File: src/hw/rtl/tcw_pkg.sv
// ----------------------------------------------------------------------------
// Text console writer package
// Shared constants, codes and the command record passed from the front end to
// the back end through the command queue.
// ----------------------------------------------------------------------------
package tcw_pkg;

   localparam int COLS  = 80;
   localparam int ROWS  = 25;
   localparam int CELLS = ROWS * COLS;

   localparam int ROW_W  = 5;
   localparam int COL_W  = 7;
   localparam int IDX_W  = 11;
   localparam int ADDR_W = $clog2(CELLS);
   localparam int SUM_W  = ADDR_W + 1;
   localparam int CNT_W  = $clog2(CELLS + 1);
   localparam int CELL_W = 16;

   localparam int Q_DEPTH = 4;
   localparam int Q_PTR_W = $clog2(Q_DEPTH);
   localparam int Q_CNT_W = $clog2(Q_DEPTH + 1);

   localparam logic [7:0] NEWLINE_CODE = 8'd10;
   localparam logic [7:0] SPACE_CODE   = 8'h20;
   localparam logic [7:0] RESET_ATTR   = 8'h07;

   typedef enum logic [1:0] {
      REQ_PUT   = 2'd0,
      REQ_CLEAR = 2'd1,
      REQ_READ  = 2'd2,
      REQ_NONE  = 2'd3
   } req_code_type;

   typedef enum logic {
      BK_RUN  = 1'b0,
      BK_FILL = 1'b1
   } bk_state_type;

   typedef struct packed {
      logic              do_write;
      logic              do_read;
      logic              fill_row;
      logic              fill_all;
      logic [ADDR_W-1:0] addr;
      logic [ADDR_W-1:0] fill_addr;
      logic [7:0]        char_code;
      logic [ROW_W-1:0]  row;
      logic [COL_W-1:0]  col;
   } entry_type;

   typedef struct packed {
      logic full;
      logic empty;
   } q_status_type;

endpackage

File: src/hw/rtl/tcw_queue.sv
// ----------------------------------------------------------------------------
// Text console writer command queue
// A short first-in first-out queue of command records between front and back.
// ----------------------------------------------------------------------------
module tcw_queue (
   input  logic                  clock,
   input  logic                  reset,
   input  logic                  push,
   input  tcw_pkg::entry_type    push_entry,
   input  logic                  pop,
   output tcw_pkg::entry_type    head,
   output tcw_pkg::q_status_type status
);

   tcw_pkg::entry_type               slots_ff [tcw_pkg::Q_DEPTH];
   logic [tcw_pkg::Q_PTR_W-1:0]      wr_ptr_ff, wr_ptr_in;
   logic [tcw_pkg::Q_PTR_W-1:0]      rd_ptr_ff, rd_ptr_in;
   logic [tcw_pkg::Q_CNT_W-1:0]      count_ff, count_in;
   logic                             do_push;
   logic                             do_pop;

   always_comb begin
      status.full  = (count_ff == tcw_pkg::Q_CNT_W'(tcw_pkg::Q_DEPTH));
      status.empty = (count_ff == '0);
      do_push      = push && !status.full;
      do_pop       = pop && !status.empty;
      wr_ptr_in    = do_push ? wr_ptr_ff + tcw_pkg::Q_PTR_W'(1) : wr_ptr_ff;
      rd_ptr_in    = do_pop  ? rd_ptr_ff + tcw_pkg::Q_PTR_W'(1) : rd_ptr_ff;
      count_in     = count_ff;
      if (do_push && !do_pop) begin
         count_in = count_ff + tcw_pkg::Q_CNT_W'(1);
      end else if (do_pop && !do_push) begin
         count_in = count_ff - tcw_pkg::Q_CNT_W'(1);
      end
      head = slots_ff[rd_ptr_ff];
   end

   always_ff @(posedge clock) begin
      if (reset) begin
         wr_ptr_ff <= '0;
         rd_ptr_ff <= '0;
         count_ff  <= '0;
      end else begin
         wr_ptr_ff <= wr_ptr_in;
         rd_ptr_ff <= rd_ptr_in;
         count_ff  <= count_in;
      end
   end

   always_ff @(posedge clock) begin
      if (do_push) begin
         slots_ff[wr_ptr_ff] <= push_entry;
      end
   end

endmodule

File: config.mk
export PLATFORM = sky130hd
export DESIGN_NAME = tcw_queue
export DESIGN_NICKNAME = d
export VERILOG_FILES = /design/src/hw/rtl/tcw_pkg.sv /design/src/hw/rtl/tcw_queue.sv
export SDC_FILE = /design/constraint.sdc
export NUM_CORES = 1
export LEC_CHECK = 0
export ABC_CLOCK_PERIOD_IN_PS = 5600
export BUFFER_PORTS_ARGS = -buffer_cell sky130_fd_sc_hd__buf_2
export CAP_MARGIN = 20
export CORE_ASPECT_RATIO = 0.5
export CORE_MARGIN = 1
export CORE_UTILIZATION = 50
export CTS_CLUSTER_DIAMETER = 30
export DETAILED_ROUTE_END_ITERATION = 7
export GPL_TIMING_DRIVEN = 0
export PLACE_DENSITY_LB_ADDON = 0.1
export SLEW_MARGIN = 10
export SYNTH_ARGS = -nofsm -noshare
export SYNTH_HDL_FRONTEND = slang
export SYNTH_SLANG_ARGS = --single-unit
File: constraint.sdc
create_clock -name clock -period 5.6 [get_ports clock]
set_input_delay 0.56 -clock clock [delete_from_list [all_inputs] [get_ports clock]]
set_output_delay 0.56 -clock clock [all_outputs]
set_load 0.02 [all_outputs]
==> results.md <==
- Top-count cell post-synth: edfxtp_1
- DRT Pass-1 Iters: 4
- Worst R2R Setup Slack: 3.24 ns
- Hold Fails Final Rpt: 0
- Grt met1 use: 24.0%
- Syn avg cell area: 24.9 µm²
- DR WL/cell: 19.9 µm
- Hold crit path type: in -> reg
- Placed cells: 580
- P&R area growth vs syn: 19.3%
- Worst Hold Launch: push_entry[7]
- Area contributors post-synth: edfxtp_1 77%, mux4_2 13%, dfxtp_1 2.5%
- DRC Markers: 0
- Area of the mapped netlist: 0.00716 mm²
- PortBufs: 96
- TritonCTS clock tree: built
- Max-slew violation count: 0
- Post-synthesis mux area share: 15.0%
- Post-route insts no fill: 612
- Number of synthesized flops with an enable pin: 184
- Worst skew pair latency: 0.42 ns
- Number of diodes: 0
- Vias in the first global route: 3538
- Peak VDD IR: 0.239 mV
- Leak: 2.91 nW
- Max-cap viol count: 0
- GR Util met2: 29.1%
- Crit. End Element: primary output
- Clock sink count: 193
- Main combinational cell family by area after synthesis: multiplexers
- # setup viols final: 0
- Via count: 3222
- Hold slack final: 0.351 ns
- Full die area: 0.0148 mm²
- Final period util: 43.7%
- Global routing's busiest layer: met2
- Met3 Use GR: 4.43%
- Post-synthesis register bit count: 193
- Routability Congestion: 0.724
- Chip Height: 86.6 µm
- Max clock buf depth: 2
- Num CTS Buffers: 17
- DRT Wirelength: 12200 µm
- Drt initial violations: 243
- Mapped Cells: 288
- Worst path required time: 5.04 ns
- Post-synth ARST share: 0%
- Max Fclk: 408 MHz
- Clock Skews: 0.00882 ns
- Pin count of the biggest net entering global routing: 27
- Worst slew pin tran: 0.707 ns
- Top cell type's share of synthesized area: 77.1%
- Final min period: 2.45 ns
- Reg2Reg Capture Point: count_ff[2]
- Hold buffer count at CTS: 0
- RSZ-0062 raised after global routing: no
- Nets: 463
- WHS Path Cells: 1
- Post-CTS Setup Repair Bufs: 0
- Post-synthesis adder-cell area fraction: 1.15%
- WP data arrival: 1.89 ns
- Setup TNS Final: 0 ns
- Power, Total: 3.97 mW
- Core area: 0.0138 mm²
- Layout cell share with drive strength beyond 1: 44.8%
- GRT overflow: 0
- Fillers: 986
- Area share of and/or/nand/nor cells after synthesis: 1.26%
- Status: completed
- Die Wd: 171 µm
- List of most frequent post-synthesis cells: 184 x edfxtp_1, 41 x mux4_2, 9 x dfxtp_1
- H-tree Lvls: 4
- Post-synthesis compound-gate area fraction: 0.576%
- Initial Utilization: 52.0%
- Rel. slew slack: 52.8%
- Reg area: 0.00571 mm²
- Multi-input gate area: 0.00133 mm²
- Gr usage total: 17.9%
- DPL Wire Length: 7910 µm
- Yosys warns: 0
- Yosys top cell by area: edfxtp_1
- WHS Endpoint: slots_ff[3][7]
- ANT nets after route: 0
- Commonest register cell after synthesis: edfxtp_1
- Global-route wire length before repair: 19100 µm
- Seq/Total Area, Yosys: 79.6%
- Clock root buffer: clkbuf_16
- # IOs: 98
- Via density: 5.26
- Setup CP Type: reg -> out
- Synth cell types: 24
- Xor and xnor area share after synthesis: 0.489%
- R2R Path Start: count_ff[0]
- Clock-pin slew on the worst setup and hold paths: 0.08 ns
- Initial antenna violation count: 1
- Worst r2r path cells: 8
- PD cells: 464 mW/mm²
- Net count after synthesis: 344
- Top fanout value on the critical path: 10
- Std cell rows: 30
- Critical Path Source Type: flop
- CTS resizes: 0
## through the flow
step	utilization (%)	setup slack [ns]	cell area (µm²)
floorplan	-	3.19	7160
global placement	57.2	2.25	7890
detailed placement	57.9	3.10	7970
CTS	62.0	3.11	8540
global route	62.0	3.03	8540
finish	62.0	3.15	8540
## placed cells by master, fill, tap and decap left out, types with 2 or more instances in the layout
cell type	count
nor2_1	6
buf_2	100
edfxtp_1	184
nand2b_1	2
a21oi_1	2
clkinv_4	2
mux4_2	41
clkbuf_1	2
xor2_1	4
mux4_1	5
o21ai_0	2
ha_1	5
inv_6	5
dfxtp_1	9
or3_1	2
buf_12	8
and2_2	4
inv_1	4
clkbuf_16	17
mux2i_1	2
inv_8	2
clkinv_8	3
## routing by layer
metal	routed length, µm	part of all wire [%]
met5	9	0.074
met4	119	0.98
met3	536	4.4
met2	6010	49
met1	5520	45
## worst max-delay path, cell delays in order, from the launching register on
cell,delay (ns)
dfxtp_1,0.32
clkbuf_2,0.25
buf_2,0.33
mux4_2,0.38
buf_2,0.18
## cell families (layout without fill, tap and decap cells)
kind of cell | after synthesis | after routing
DFF | 193 | 193
buffers and inverters | 15 | 147
adders and majority gates | 6 | 6
xor gates and xnor gates | 4 | 4
muxes | 48 | 48
AOI/OAI and AO/OA | 6 | 6
and+or+nand+nor | 16 | 16
## state kept, by name, indices dropped and copies added, names as in the netlist, named ones only
signal / count
slots_ff: 184
rd_ptr_ff: 2
wr_ptr_ff: 2
count_ff: 3
## power breakdown
group,total [mW],internal [mW],leakage (nW),switching (mW)
combinational,1.03,0.470,0.875,0.564
sequential,1.78,1.73,1.76,0.0463
clock,1.15,0.594,0.278,0.560
## how the worst max path moves through the flow
stage / startpoint / endpoint / slack (ns)
3_3_place_gp: push / slots_ff[2][13] / 2.25
6_report: flop / head[21] / 3.15
3_5_place_dp: push / count_ff[2] / 3.10
4_1_cts: flop / head[21] / 3.11
2_1_floorplan: push / slots_ff[0][0] / 3.19
5_1_grt: count_ff[0] / count_ff[2] / 3.03
## layout make-up
cell class,count,share of cell area [%]
sequential,193,66.8
multi-input combinational,80,15.6
timing repair buffer,100,6.56
clock buffer,18,5.02
tap,192,2.81
clock inverter,14,1.70
buffer,11,1.41
inverter,4,0.176
(Power assumes the default switching activity.)
