$ cat src/hw/rtl/tcw_pkg.sv
// ----------------------------------------------------------------------------
// Text console writer package
// Shared constants, codes and the command record passed from the front end to
// the back end through the command queue.
// ----------------------------------------------------------------------------
package tcw_pkg;

   localparam int COLS  = 80;
   localparam int ROWS  = 25;
   localparam int CELLS = ROWS * COLS;

   localparam int ROW_W  = 5;
   localparam int COL_W  = 7;
   localparam int IDX_W  = 11;
   localparam int ADDR_W = $clog2(CELLS);
   localparam int SUM_W  = ADDR_W + 1;
   localparam int CNT_W  = $clog2(CELLS + 1);
   localparam int CELL_W = 16;

   localparam int Q_DEPTH = 4;
   localparam int Q_PTR_W = $clog2(Q_DEPTH);
   localparam int Q_CNT_W = $clog2(Q_DEPTH + 1);

   localparam logic [7:0] NEWLINE_CODE = 8'd10;
   localparam logic [7:0] SPACE_CODE   = 8'h20;
   localparam logic [7:0] RESET_ATTR   = 8'h07;

   typedef enum logic [1:0] {
      REQ_PUT   = 2'd0,
      REQ_CLEAR = 2'd1,
      REQ_READ  = 2'd2,
      REQ_NONE  = 2'd3
   } req_code_type;

   typedef enum logic {
      BK_RUN  = 1'b0,
      BK_FILL = 1'b1
   } bk_state_type;

   typedef struct packed {
      logic              do_write;
      logic              do_read;
      logic              fill_row;
      logic              fill_all;
      logic [ADDR_W-1:0] addr;
      logic [ADDR_W-1:0] fill_addr;
      logic [7:0]        char_code;
      logic [ROW_W-1:0]  row;
      logic [COL_W-1:0]  col;
   } entry_type;

   typedef struct packed {
      logic full;
      logic empty;
   } q_status_type;

endpackage

$ cat src/hw/rtl/tcw_front.sv
// ----------------------------------------------------------------------------
// Text console writer front end
// Decodes requests, keeps the cursor and the scroll base, and turns each
// request into one command record with physical cell addresses.
// ----------------------------------------------------------------------------
module tcw_front (
   input  logic                           clock,
   input  logic                           reset,
   input  logic                           accept,
   input  logic [1:0]                     req_type,
   input  logic [7:0]                     req_char_code,
   input  logic [tcw_pkg::IDX_W-1:0]      req_cell_index,
   output tcw_pkg::entry_type             entry
);

   logic [tcw_pkg::ROW_W-1:0]  cur_row_ff, cur_row_in;
   logic [tcw_pkg::COL_W-1:0]  cur_col_ff, cur_col_in;
   logic [tcw_pkg::ADDR_W-1:0] base_off_ff, base_off_in;

   logic                       newline;
   logic                       wrap;
   logic                       scroll;
   logic [tcw_pkg::COL_W-1:0]  col_inc;
   logic [tcw_pkg::ROW_W-1:0]  row_inc;
   logic [tcw_pkg::SUM_W-1:0]  lin_addr;
   logic [tcw_pkg::SUM_W-1:0]  src_addr;
   logic [tcw_pkg::SUM_W-1:0]  phys_sum;
   logic [tcw_pkg::ADDR_W-1:0] phys_addr;
   logic [tcw_pkg::SUM_W-1:0]  base_sum;
   logic [tcw_pkg::ADDR_W-1:0] base_adv;
   tcw_pkg::req_code_type      code;

   always_ff @(posedge clock) begin
      if (reset) begin
         cur_row_ff  <= '0;
         cur_col_ff  <= '0;
         base_off_ff <= '0;
      end else if (accept) begin
         cur_row_ff  <= cur_row_in;
         cur_col_ff  <= cur_col_in;
         base_off_ff <= base_off_in;
      end
   end

   always_comb begin
      code     = tcw_pkg::req_code_type'(req_type);
      newline  = (req_char_code == tcw_pkg::NEWLINE_CODE);
      col_inc  = cur_col_ff + tcw_pkg::COL_W'(1);
      row_inc  = cur_row_ff + tcw_pkg::ROW_W'(1);
      wrap     = newline || (col_inc == tcw_pkg::COL_W'(tcw_pkg::COLS));
      scroll   = wrap && (row_inc == tcw_pkg::ROW_W'(tcw_pkg::ROWS));

      lin_addr = tcw_pkg::SUM_W'(cur_row_ff) * tcw_pkg::SUM_W'(tcw_pkg::COLS)
               + tcw_pkg::SUM_W'(cur_col_ff);
      src_addr = (code == tcw_pkg::REQ_PUT) ? lin_addr : tcw_pkg::SUM_W'(req_cell_index);
      phys_sum = src_addr + tcw_pkg::SUM_W'(base_off_ff);
      if (phys_sum >= tcw_pkg::SUM_W'(tcw_pkg::CELLS)) begin
         phys_addr = tcw_pkg::ADDR_W'(phys_sum - tcw_pkg::SUM_W'(tcw_pkg::CELLS));
      end else begin
         phys_addr = tcw_pkg::ADDR_W'(phys_sum);
      end

      base_sum = tcw_pkg::SUM_W'(base_off_ff) + tcw_pkg::SUM_W'(tcw_pkg::COLS);
      if (base_sum >= tcw_pkg::SUM_W'(tcw_pkg::CELLS)) begin
         base_adv = '0;
      end else begin
         base_adv = tcw_pkg::ADDR_W'(base_sum);
      end

      cur_row_in  = cur_row_ff;
      cur_col_in  = cur_col_ff;
      base_off_in = base_off_ff;

      entry           = '0;
      entry.addr      = phys_addr;
      entry.fill_addr = base_off_ff;
      entry.char_code = req_char_code;

      unique case (code)
         tcw_pkg::REQ_PUT: begin
            entry.do_write = !newline;
            entry.fill_row = scroll;
            if (wrap) begin
               cur_col_in = '0;
               cur_row_in = scroll ? cur_row_ff : row_inc;
            end else begin
               cur_col_in = col_inc;
            end
            if (scroll) begin
               base_off_in = base_adv;
            end
         end
         tcw_pkg::REQ_CLEAR: begin
            entry.fill_all = 1'b1;
            cur_row_in     = '0;
            cur_col_in     = '0;
            base_off_in    = '0;
         end
         tcw_pkg::REQ_READ: begin
            entry.do_read = (req_cell_index < tcw_pkg::IDX_W'(tcw_pkg::CELLS));
         end
         tcw_pkg::REQ_NONE: begin
         end
      endcase

      entry.row = cur_row_in;
      entry.col = cur_col_in;
   end

endmodule

$ cat config.mk
export PLATFORM = sky130hd
export DESIGN_NAME = tcw_front
export DESIGN_NICKNAME = d
export VERILOG_FILES = /design/src/hw/rtl/tcw_pkg.sv /design/src/hw/rtl/tcw_front.sv
export SDC_FILE = /design/constraint.sdc
export NUM_CORES = 1
export LEC_CHECK = 0
export BUFFER_PORTS_ARGS = -buffer_cell sky130_fd_sc_hd__buf_2
export CAP_MARGIN = 30
export CORE_UTILIZATION = 55
export DETAILED_ROUTE_END_ITERATION = 8
export GPL_TIMING_DRIVEN = 0
export PLACE_DENSITY = 0.83
export SYNTH_ARGS = -nofsm -noshare
export SYNTH_HDL_FRONTEND = slang
export SYNTH_SLANG_ARGS = --single-unit
$ cat constraint.sdc
create_clock -name clock -period 9.2 [get_ports clock]
set_input_delay 0.92 -clock clock [delete_from_list [all_inputs] [get_ports clock]]
set_output_delay 0.92 -clock clock [all_outputs]
set_load 0.02 [all_outputs]
==> reports/qor.yml <==
synthesis:
  synth_fa_ha_area_share_pct: 13.37
  synth_xor_area_share_pct: 7.227
  ys_async_sr_fraction_pct: 0
  synth_warnings: 0
  muxShareOfSynthArea_pct: 0.7866
  synth_top_family_by_area: "compound AO/OA/AOI/OAI gates"
  syn_avg_cell_area_um2: 7.292
  yosysTopAreaCellShare_pct: 14.95
  yosysTopAreaCell: "dfxtp_1"
  synthCells: 349
  seq_area_frac_synth_pct: 14.95
  ys.flop_type: "dfxtp_1"
  synth_edf_count: 0
  synth-simple-area-share_pct: 27.14
  syn-cell-area_um2: 2545
  ys_ff_latch: 19
  ys_types: 66
  synth_area_leaders: "dfxtp_1 15%, ha_1 12%, nand2_1 6.9%"
  synth-compound-area-share_pct: 28.96
critical_path:
  cp_num_buf_inv: 5
  path_depth: 18
  crit_slowest_cell: "or4_4"
  cp.required_ns: 8.28
  cp-start-kind: "input port"
  crit_family: "buffers and inverters"
  ff2ff_path_depth: 8
  ff2ff_setup_slack_ns: 6.62
  crit_top_cell: "buf_2"
  path_class: "input port to primary output"
  critPathMaxFanout: 10
  critPathMaxStageDelay_ns: 0.62
  crit_chain: "buf_2, buf_2, or2_2, clkbuf_1, clkbuf_1, nand2_1, nand2_1, ha_1, xnor2_1, ha_1, nor4b_1, o211ai_1, a41oi_2, o311ai_1, or4_4, a221oi_2, xnor2_1, buf_2"
  crit_arrival_ns: 5.49
  cp-end-kind: "primary output"
cells_and_area:
  nets: 473
  final_common_cell: "buf_2"
  diodes: 0
  stdcell_area_um2: 2997
  fill_cells: 389
  layout_common_cells: "69 x buf_2, 47 x nand2_1, 33 x o21ai_0"
  synthToLayoutAreaGrowth_pct: 17.75
  seqCellArea_um2: 380.4
  final_cells: 474
  drive_above_1_share_pct: 23.93
  multi_input_area_um2: 1991
sta:
  skew_ns: 0.01069
  period_share_pct: 69.68
  fmax_mhz: 156.0
  tightest_slew_ns: 0.6001
  fin_ws_ns: 2.790
  hold_violations: 0
  slew_violations: 0
  fin_crit_ns: 6.410
  maxSlewHeadroom_pct: 59.73
  tns_ns: 0
  setup_violations: 0
  rsz0062_at_grt: "false"
die:
  die_area_um2: 4904
  ioPinCount: 70
  core_area_um2: 4414
  start_util_pct: 57.65
  die_y_um: 70.03
  rows: 24
  fp.dieW_um: 70.03
detailed_routing:
  drtIter0Drc: 231
  drt_wl_total_um: 6878
  drc_errors: 0
  via_count: 2790
  dr.pass1.iters: 5
  final_antenna_net_count: 0
  wl_per_cell_um: 14.51
  vias_per_cell: 5.886
global_route:
  use_met1_pct: 36.02
  first_global_vias: 2604
  grt_use_met3_pct: 2.886
  grt_max_degree: 12
  grt_util_all_layers_pct: 28.92
  grt_busiest_layer: "met2"
  grt_pass1_wl_um: 11620
  overflow: 0
  grt_antenna_before_repair: 0
  use_met2_pct: 51.71
place:
  globalplace.congestion: 0.9056
  dpl_cell_area_um2: 2950
  pre_cts_ws_ns: 2.809
  portBuffers: 65
  dp_hpwl_um: 5371
  place_inst: 470
cts:
  path_clk_slew_ns: 0.09
  cts_buffers: 3
  cts.repair.resized: 0
  clk_path_buf_depth: 2
  cts_tree: "yes"
  h-tree-depth: 1
  worst_skew_pair.late_latency_ns: 0.27
  cts.sinks: 19
  postCtsSetupRepairBufs: 0
  cts_root_buffer: "clkbuf_8"
  hold_buffers: 0
pwr:
  ir_worst_vdd_mv: 0.04334
  p_per_area_nw_per_um2: 72.52
  power.leakage_uw: 0.001472
outcome:
  status: "complete, no violations"
run:
  drv_cap: 0
hold_path:
  worstHoldPathType: "register to register"
  hold_depth: 1
==> kinds of logic (layout without fill, tap and decap cells) <==
kind of cell | after synthesis | count (layout)
buf+inv | 36 | 105
other cells | 1 | 5
compound gates | 109 | 109
xor+xnor | 21 | 21
mux | 2 | 2
flops | 19 | 19
fa+ha+maj | 26 | 26
simple gates | 135 | 135
==> synthesized netlist by cell type, types with 9 or more instances <==
cell type  instances
o21ai_0           33
a21o_1             9
inv_1             12
nand2_1           47
ha_1              24
xor2_1             9
a21oi_1           25
nor2_1            28
xnor2_1           12
nand3_1           13
buf_4             13
dfxtp_1           19
==> registers in the layout (all words and copies together) (netlist names) <==
register and flops:
base_off_ff 7, cur_col_ff 7, cur_row_ff 5
==> where the power goes <==
group | internal (uW) | switching, uW | leakage (uW) | total [uW]
clock | 30.3 | 33.3 | 0.0000255 | 63.5
combinational | 26.5 | 43.3 | 0.00129 | 69.8
sequential | 82.7 | 1.37 | 0.000153 | 84.0
==> final timing paths <==
kind,startpoint,to
setup / recovery,req_type[0],entry[38]
hold reg to reg,cur_col_ff[6],cur_col_ff[6]
setup reg to reg,cur_row_ff[1],base_off_ff[10]
hold / removal,cur_col_ff[6],cur_col_ff[6]
==> area by class of cell <==
class                           instances  area share, %
Tap cell                               52          2.171
Buffer                                 24          4.802
Clock buffer                            3          1.378
Timing Repair Buffer                   65          10.86
Inverter                               12          1.503
Multi-Input combinational cell        298          66.43
Sequential cell                        19          12.69
Clock inverter                          1         0.1670
==> metal layers <==
layer  vias up  part of all wire, %
met5         -                    0
met4         0                  1.4
met3        10                  5.5
met2       106                   48
met1      1268                   45
li1       1406                    -
==> through the flow <==
stage,util [%],power (uW),hold WS (ns)
6_report,67.89,217.3,0.5775
5_1_grt,67.89,226.8,0.6273
4_1_cts,67.89,215.0,0.5694
3_5_place_dp,66.84,154.6,0.5522
3_3_place_gp,66.84,153.4,0.5578
2_1_floorplan,-,133.1,0.4848
==> worst reg2reg max path, delay by kind of cell, from the launching register on <==
kind                     cells  cell delay, ns
adder cells (fa/ha/maj)      1            0.32
flip-flops                   1            0.55
AO/OA/AOI/OAI                3            0.64
AND/OR/NAND/NOR              4            1.00
Note: power is estimated with default switching activity, not from simulation.
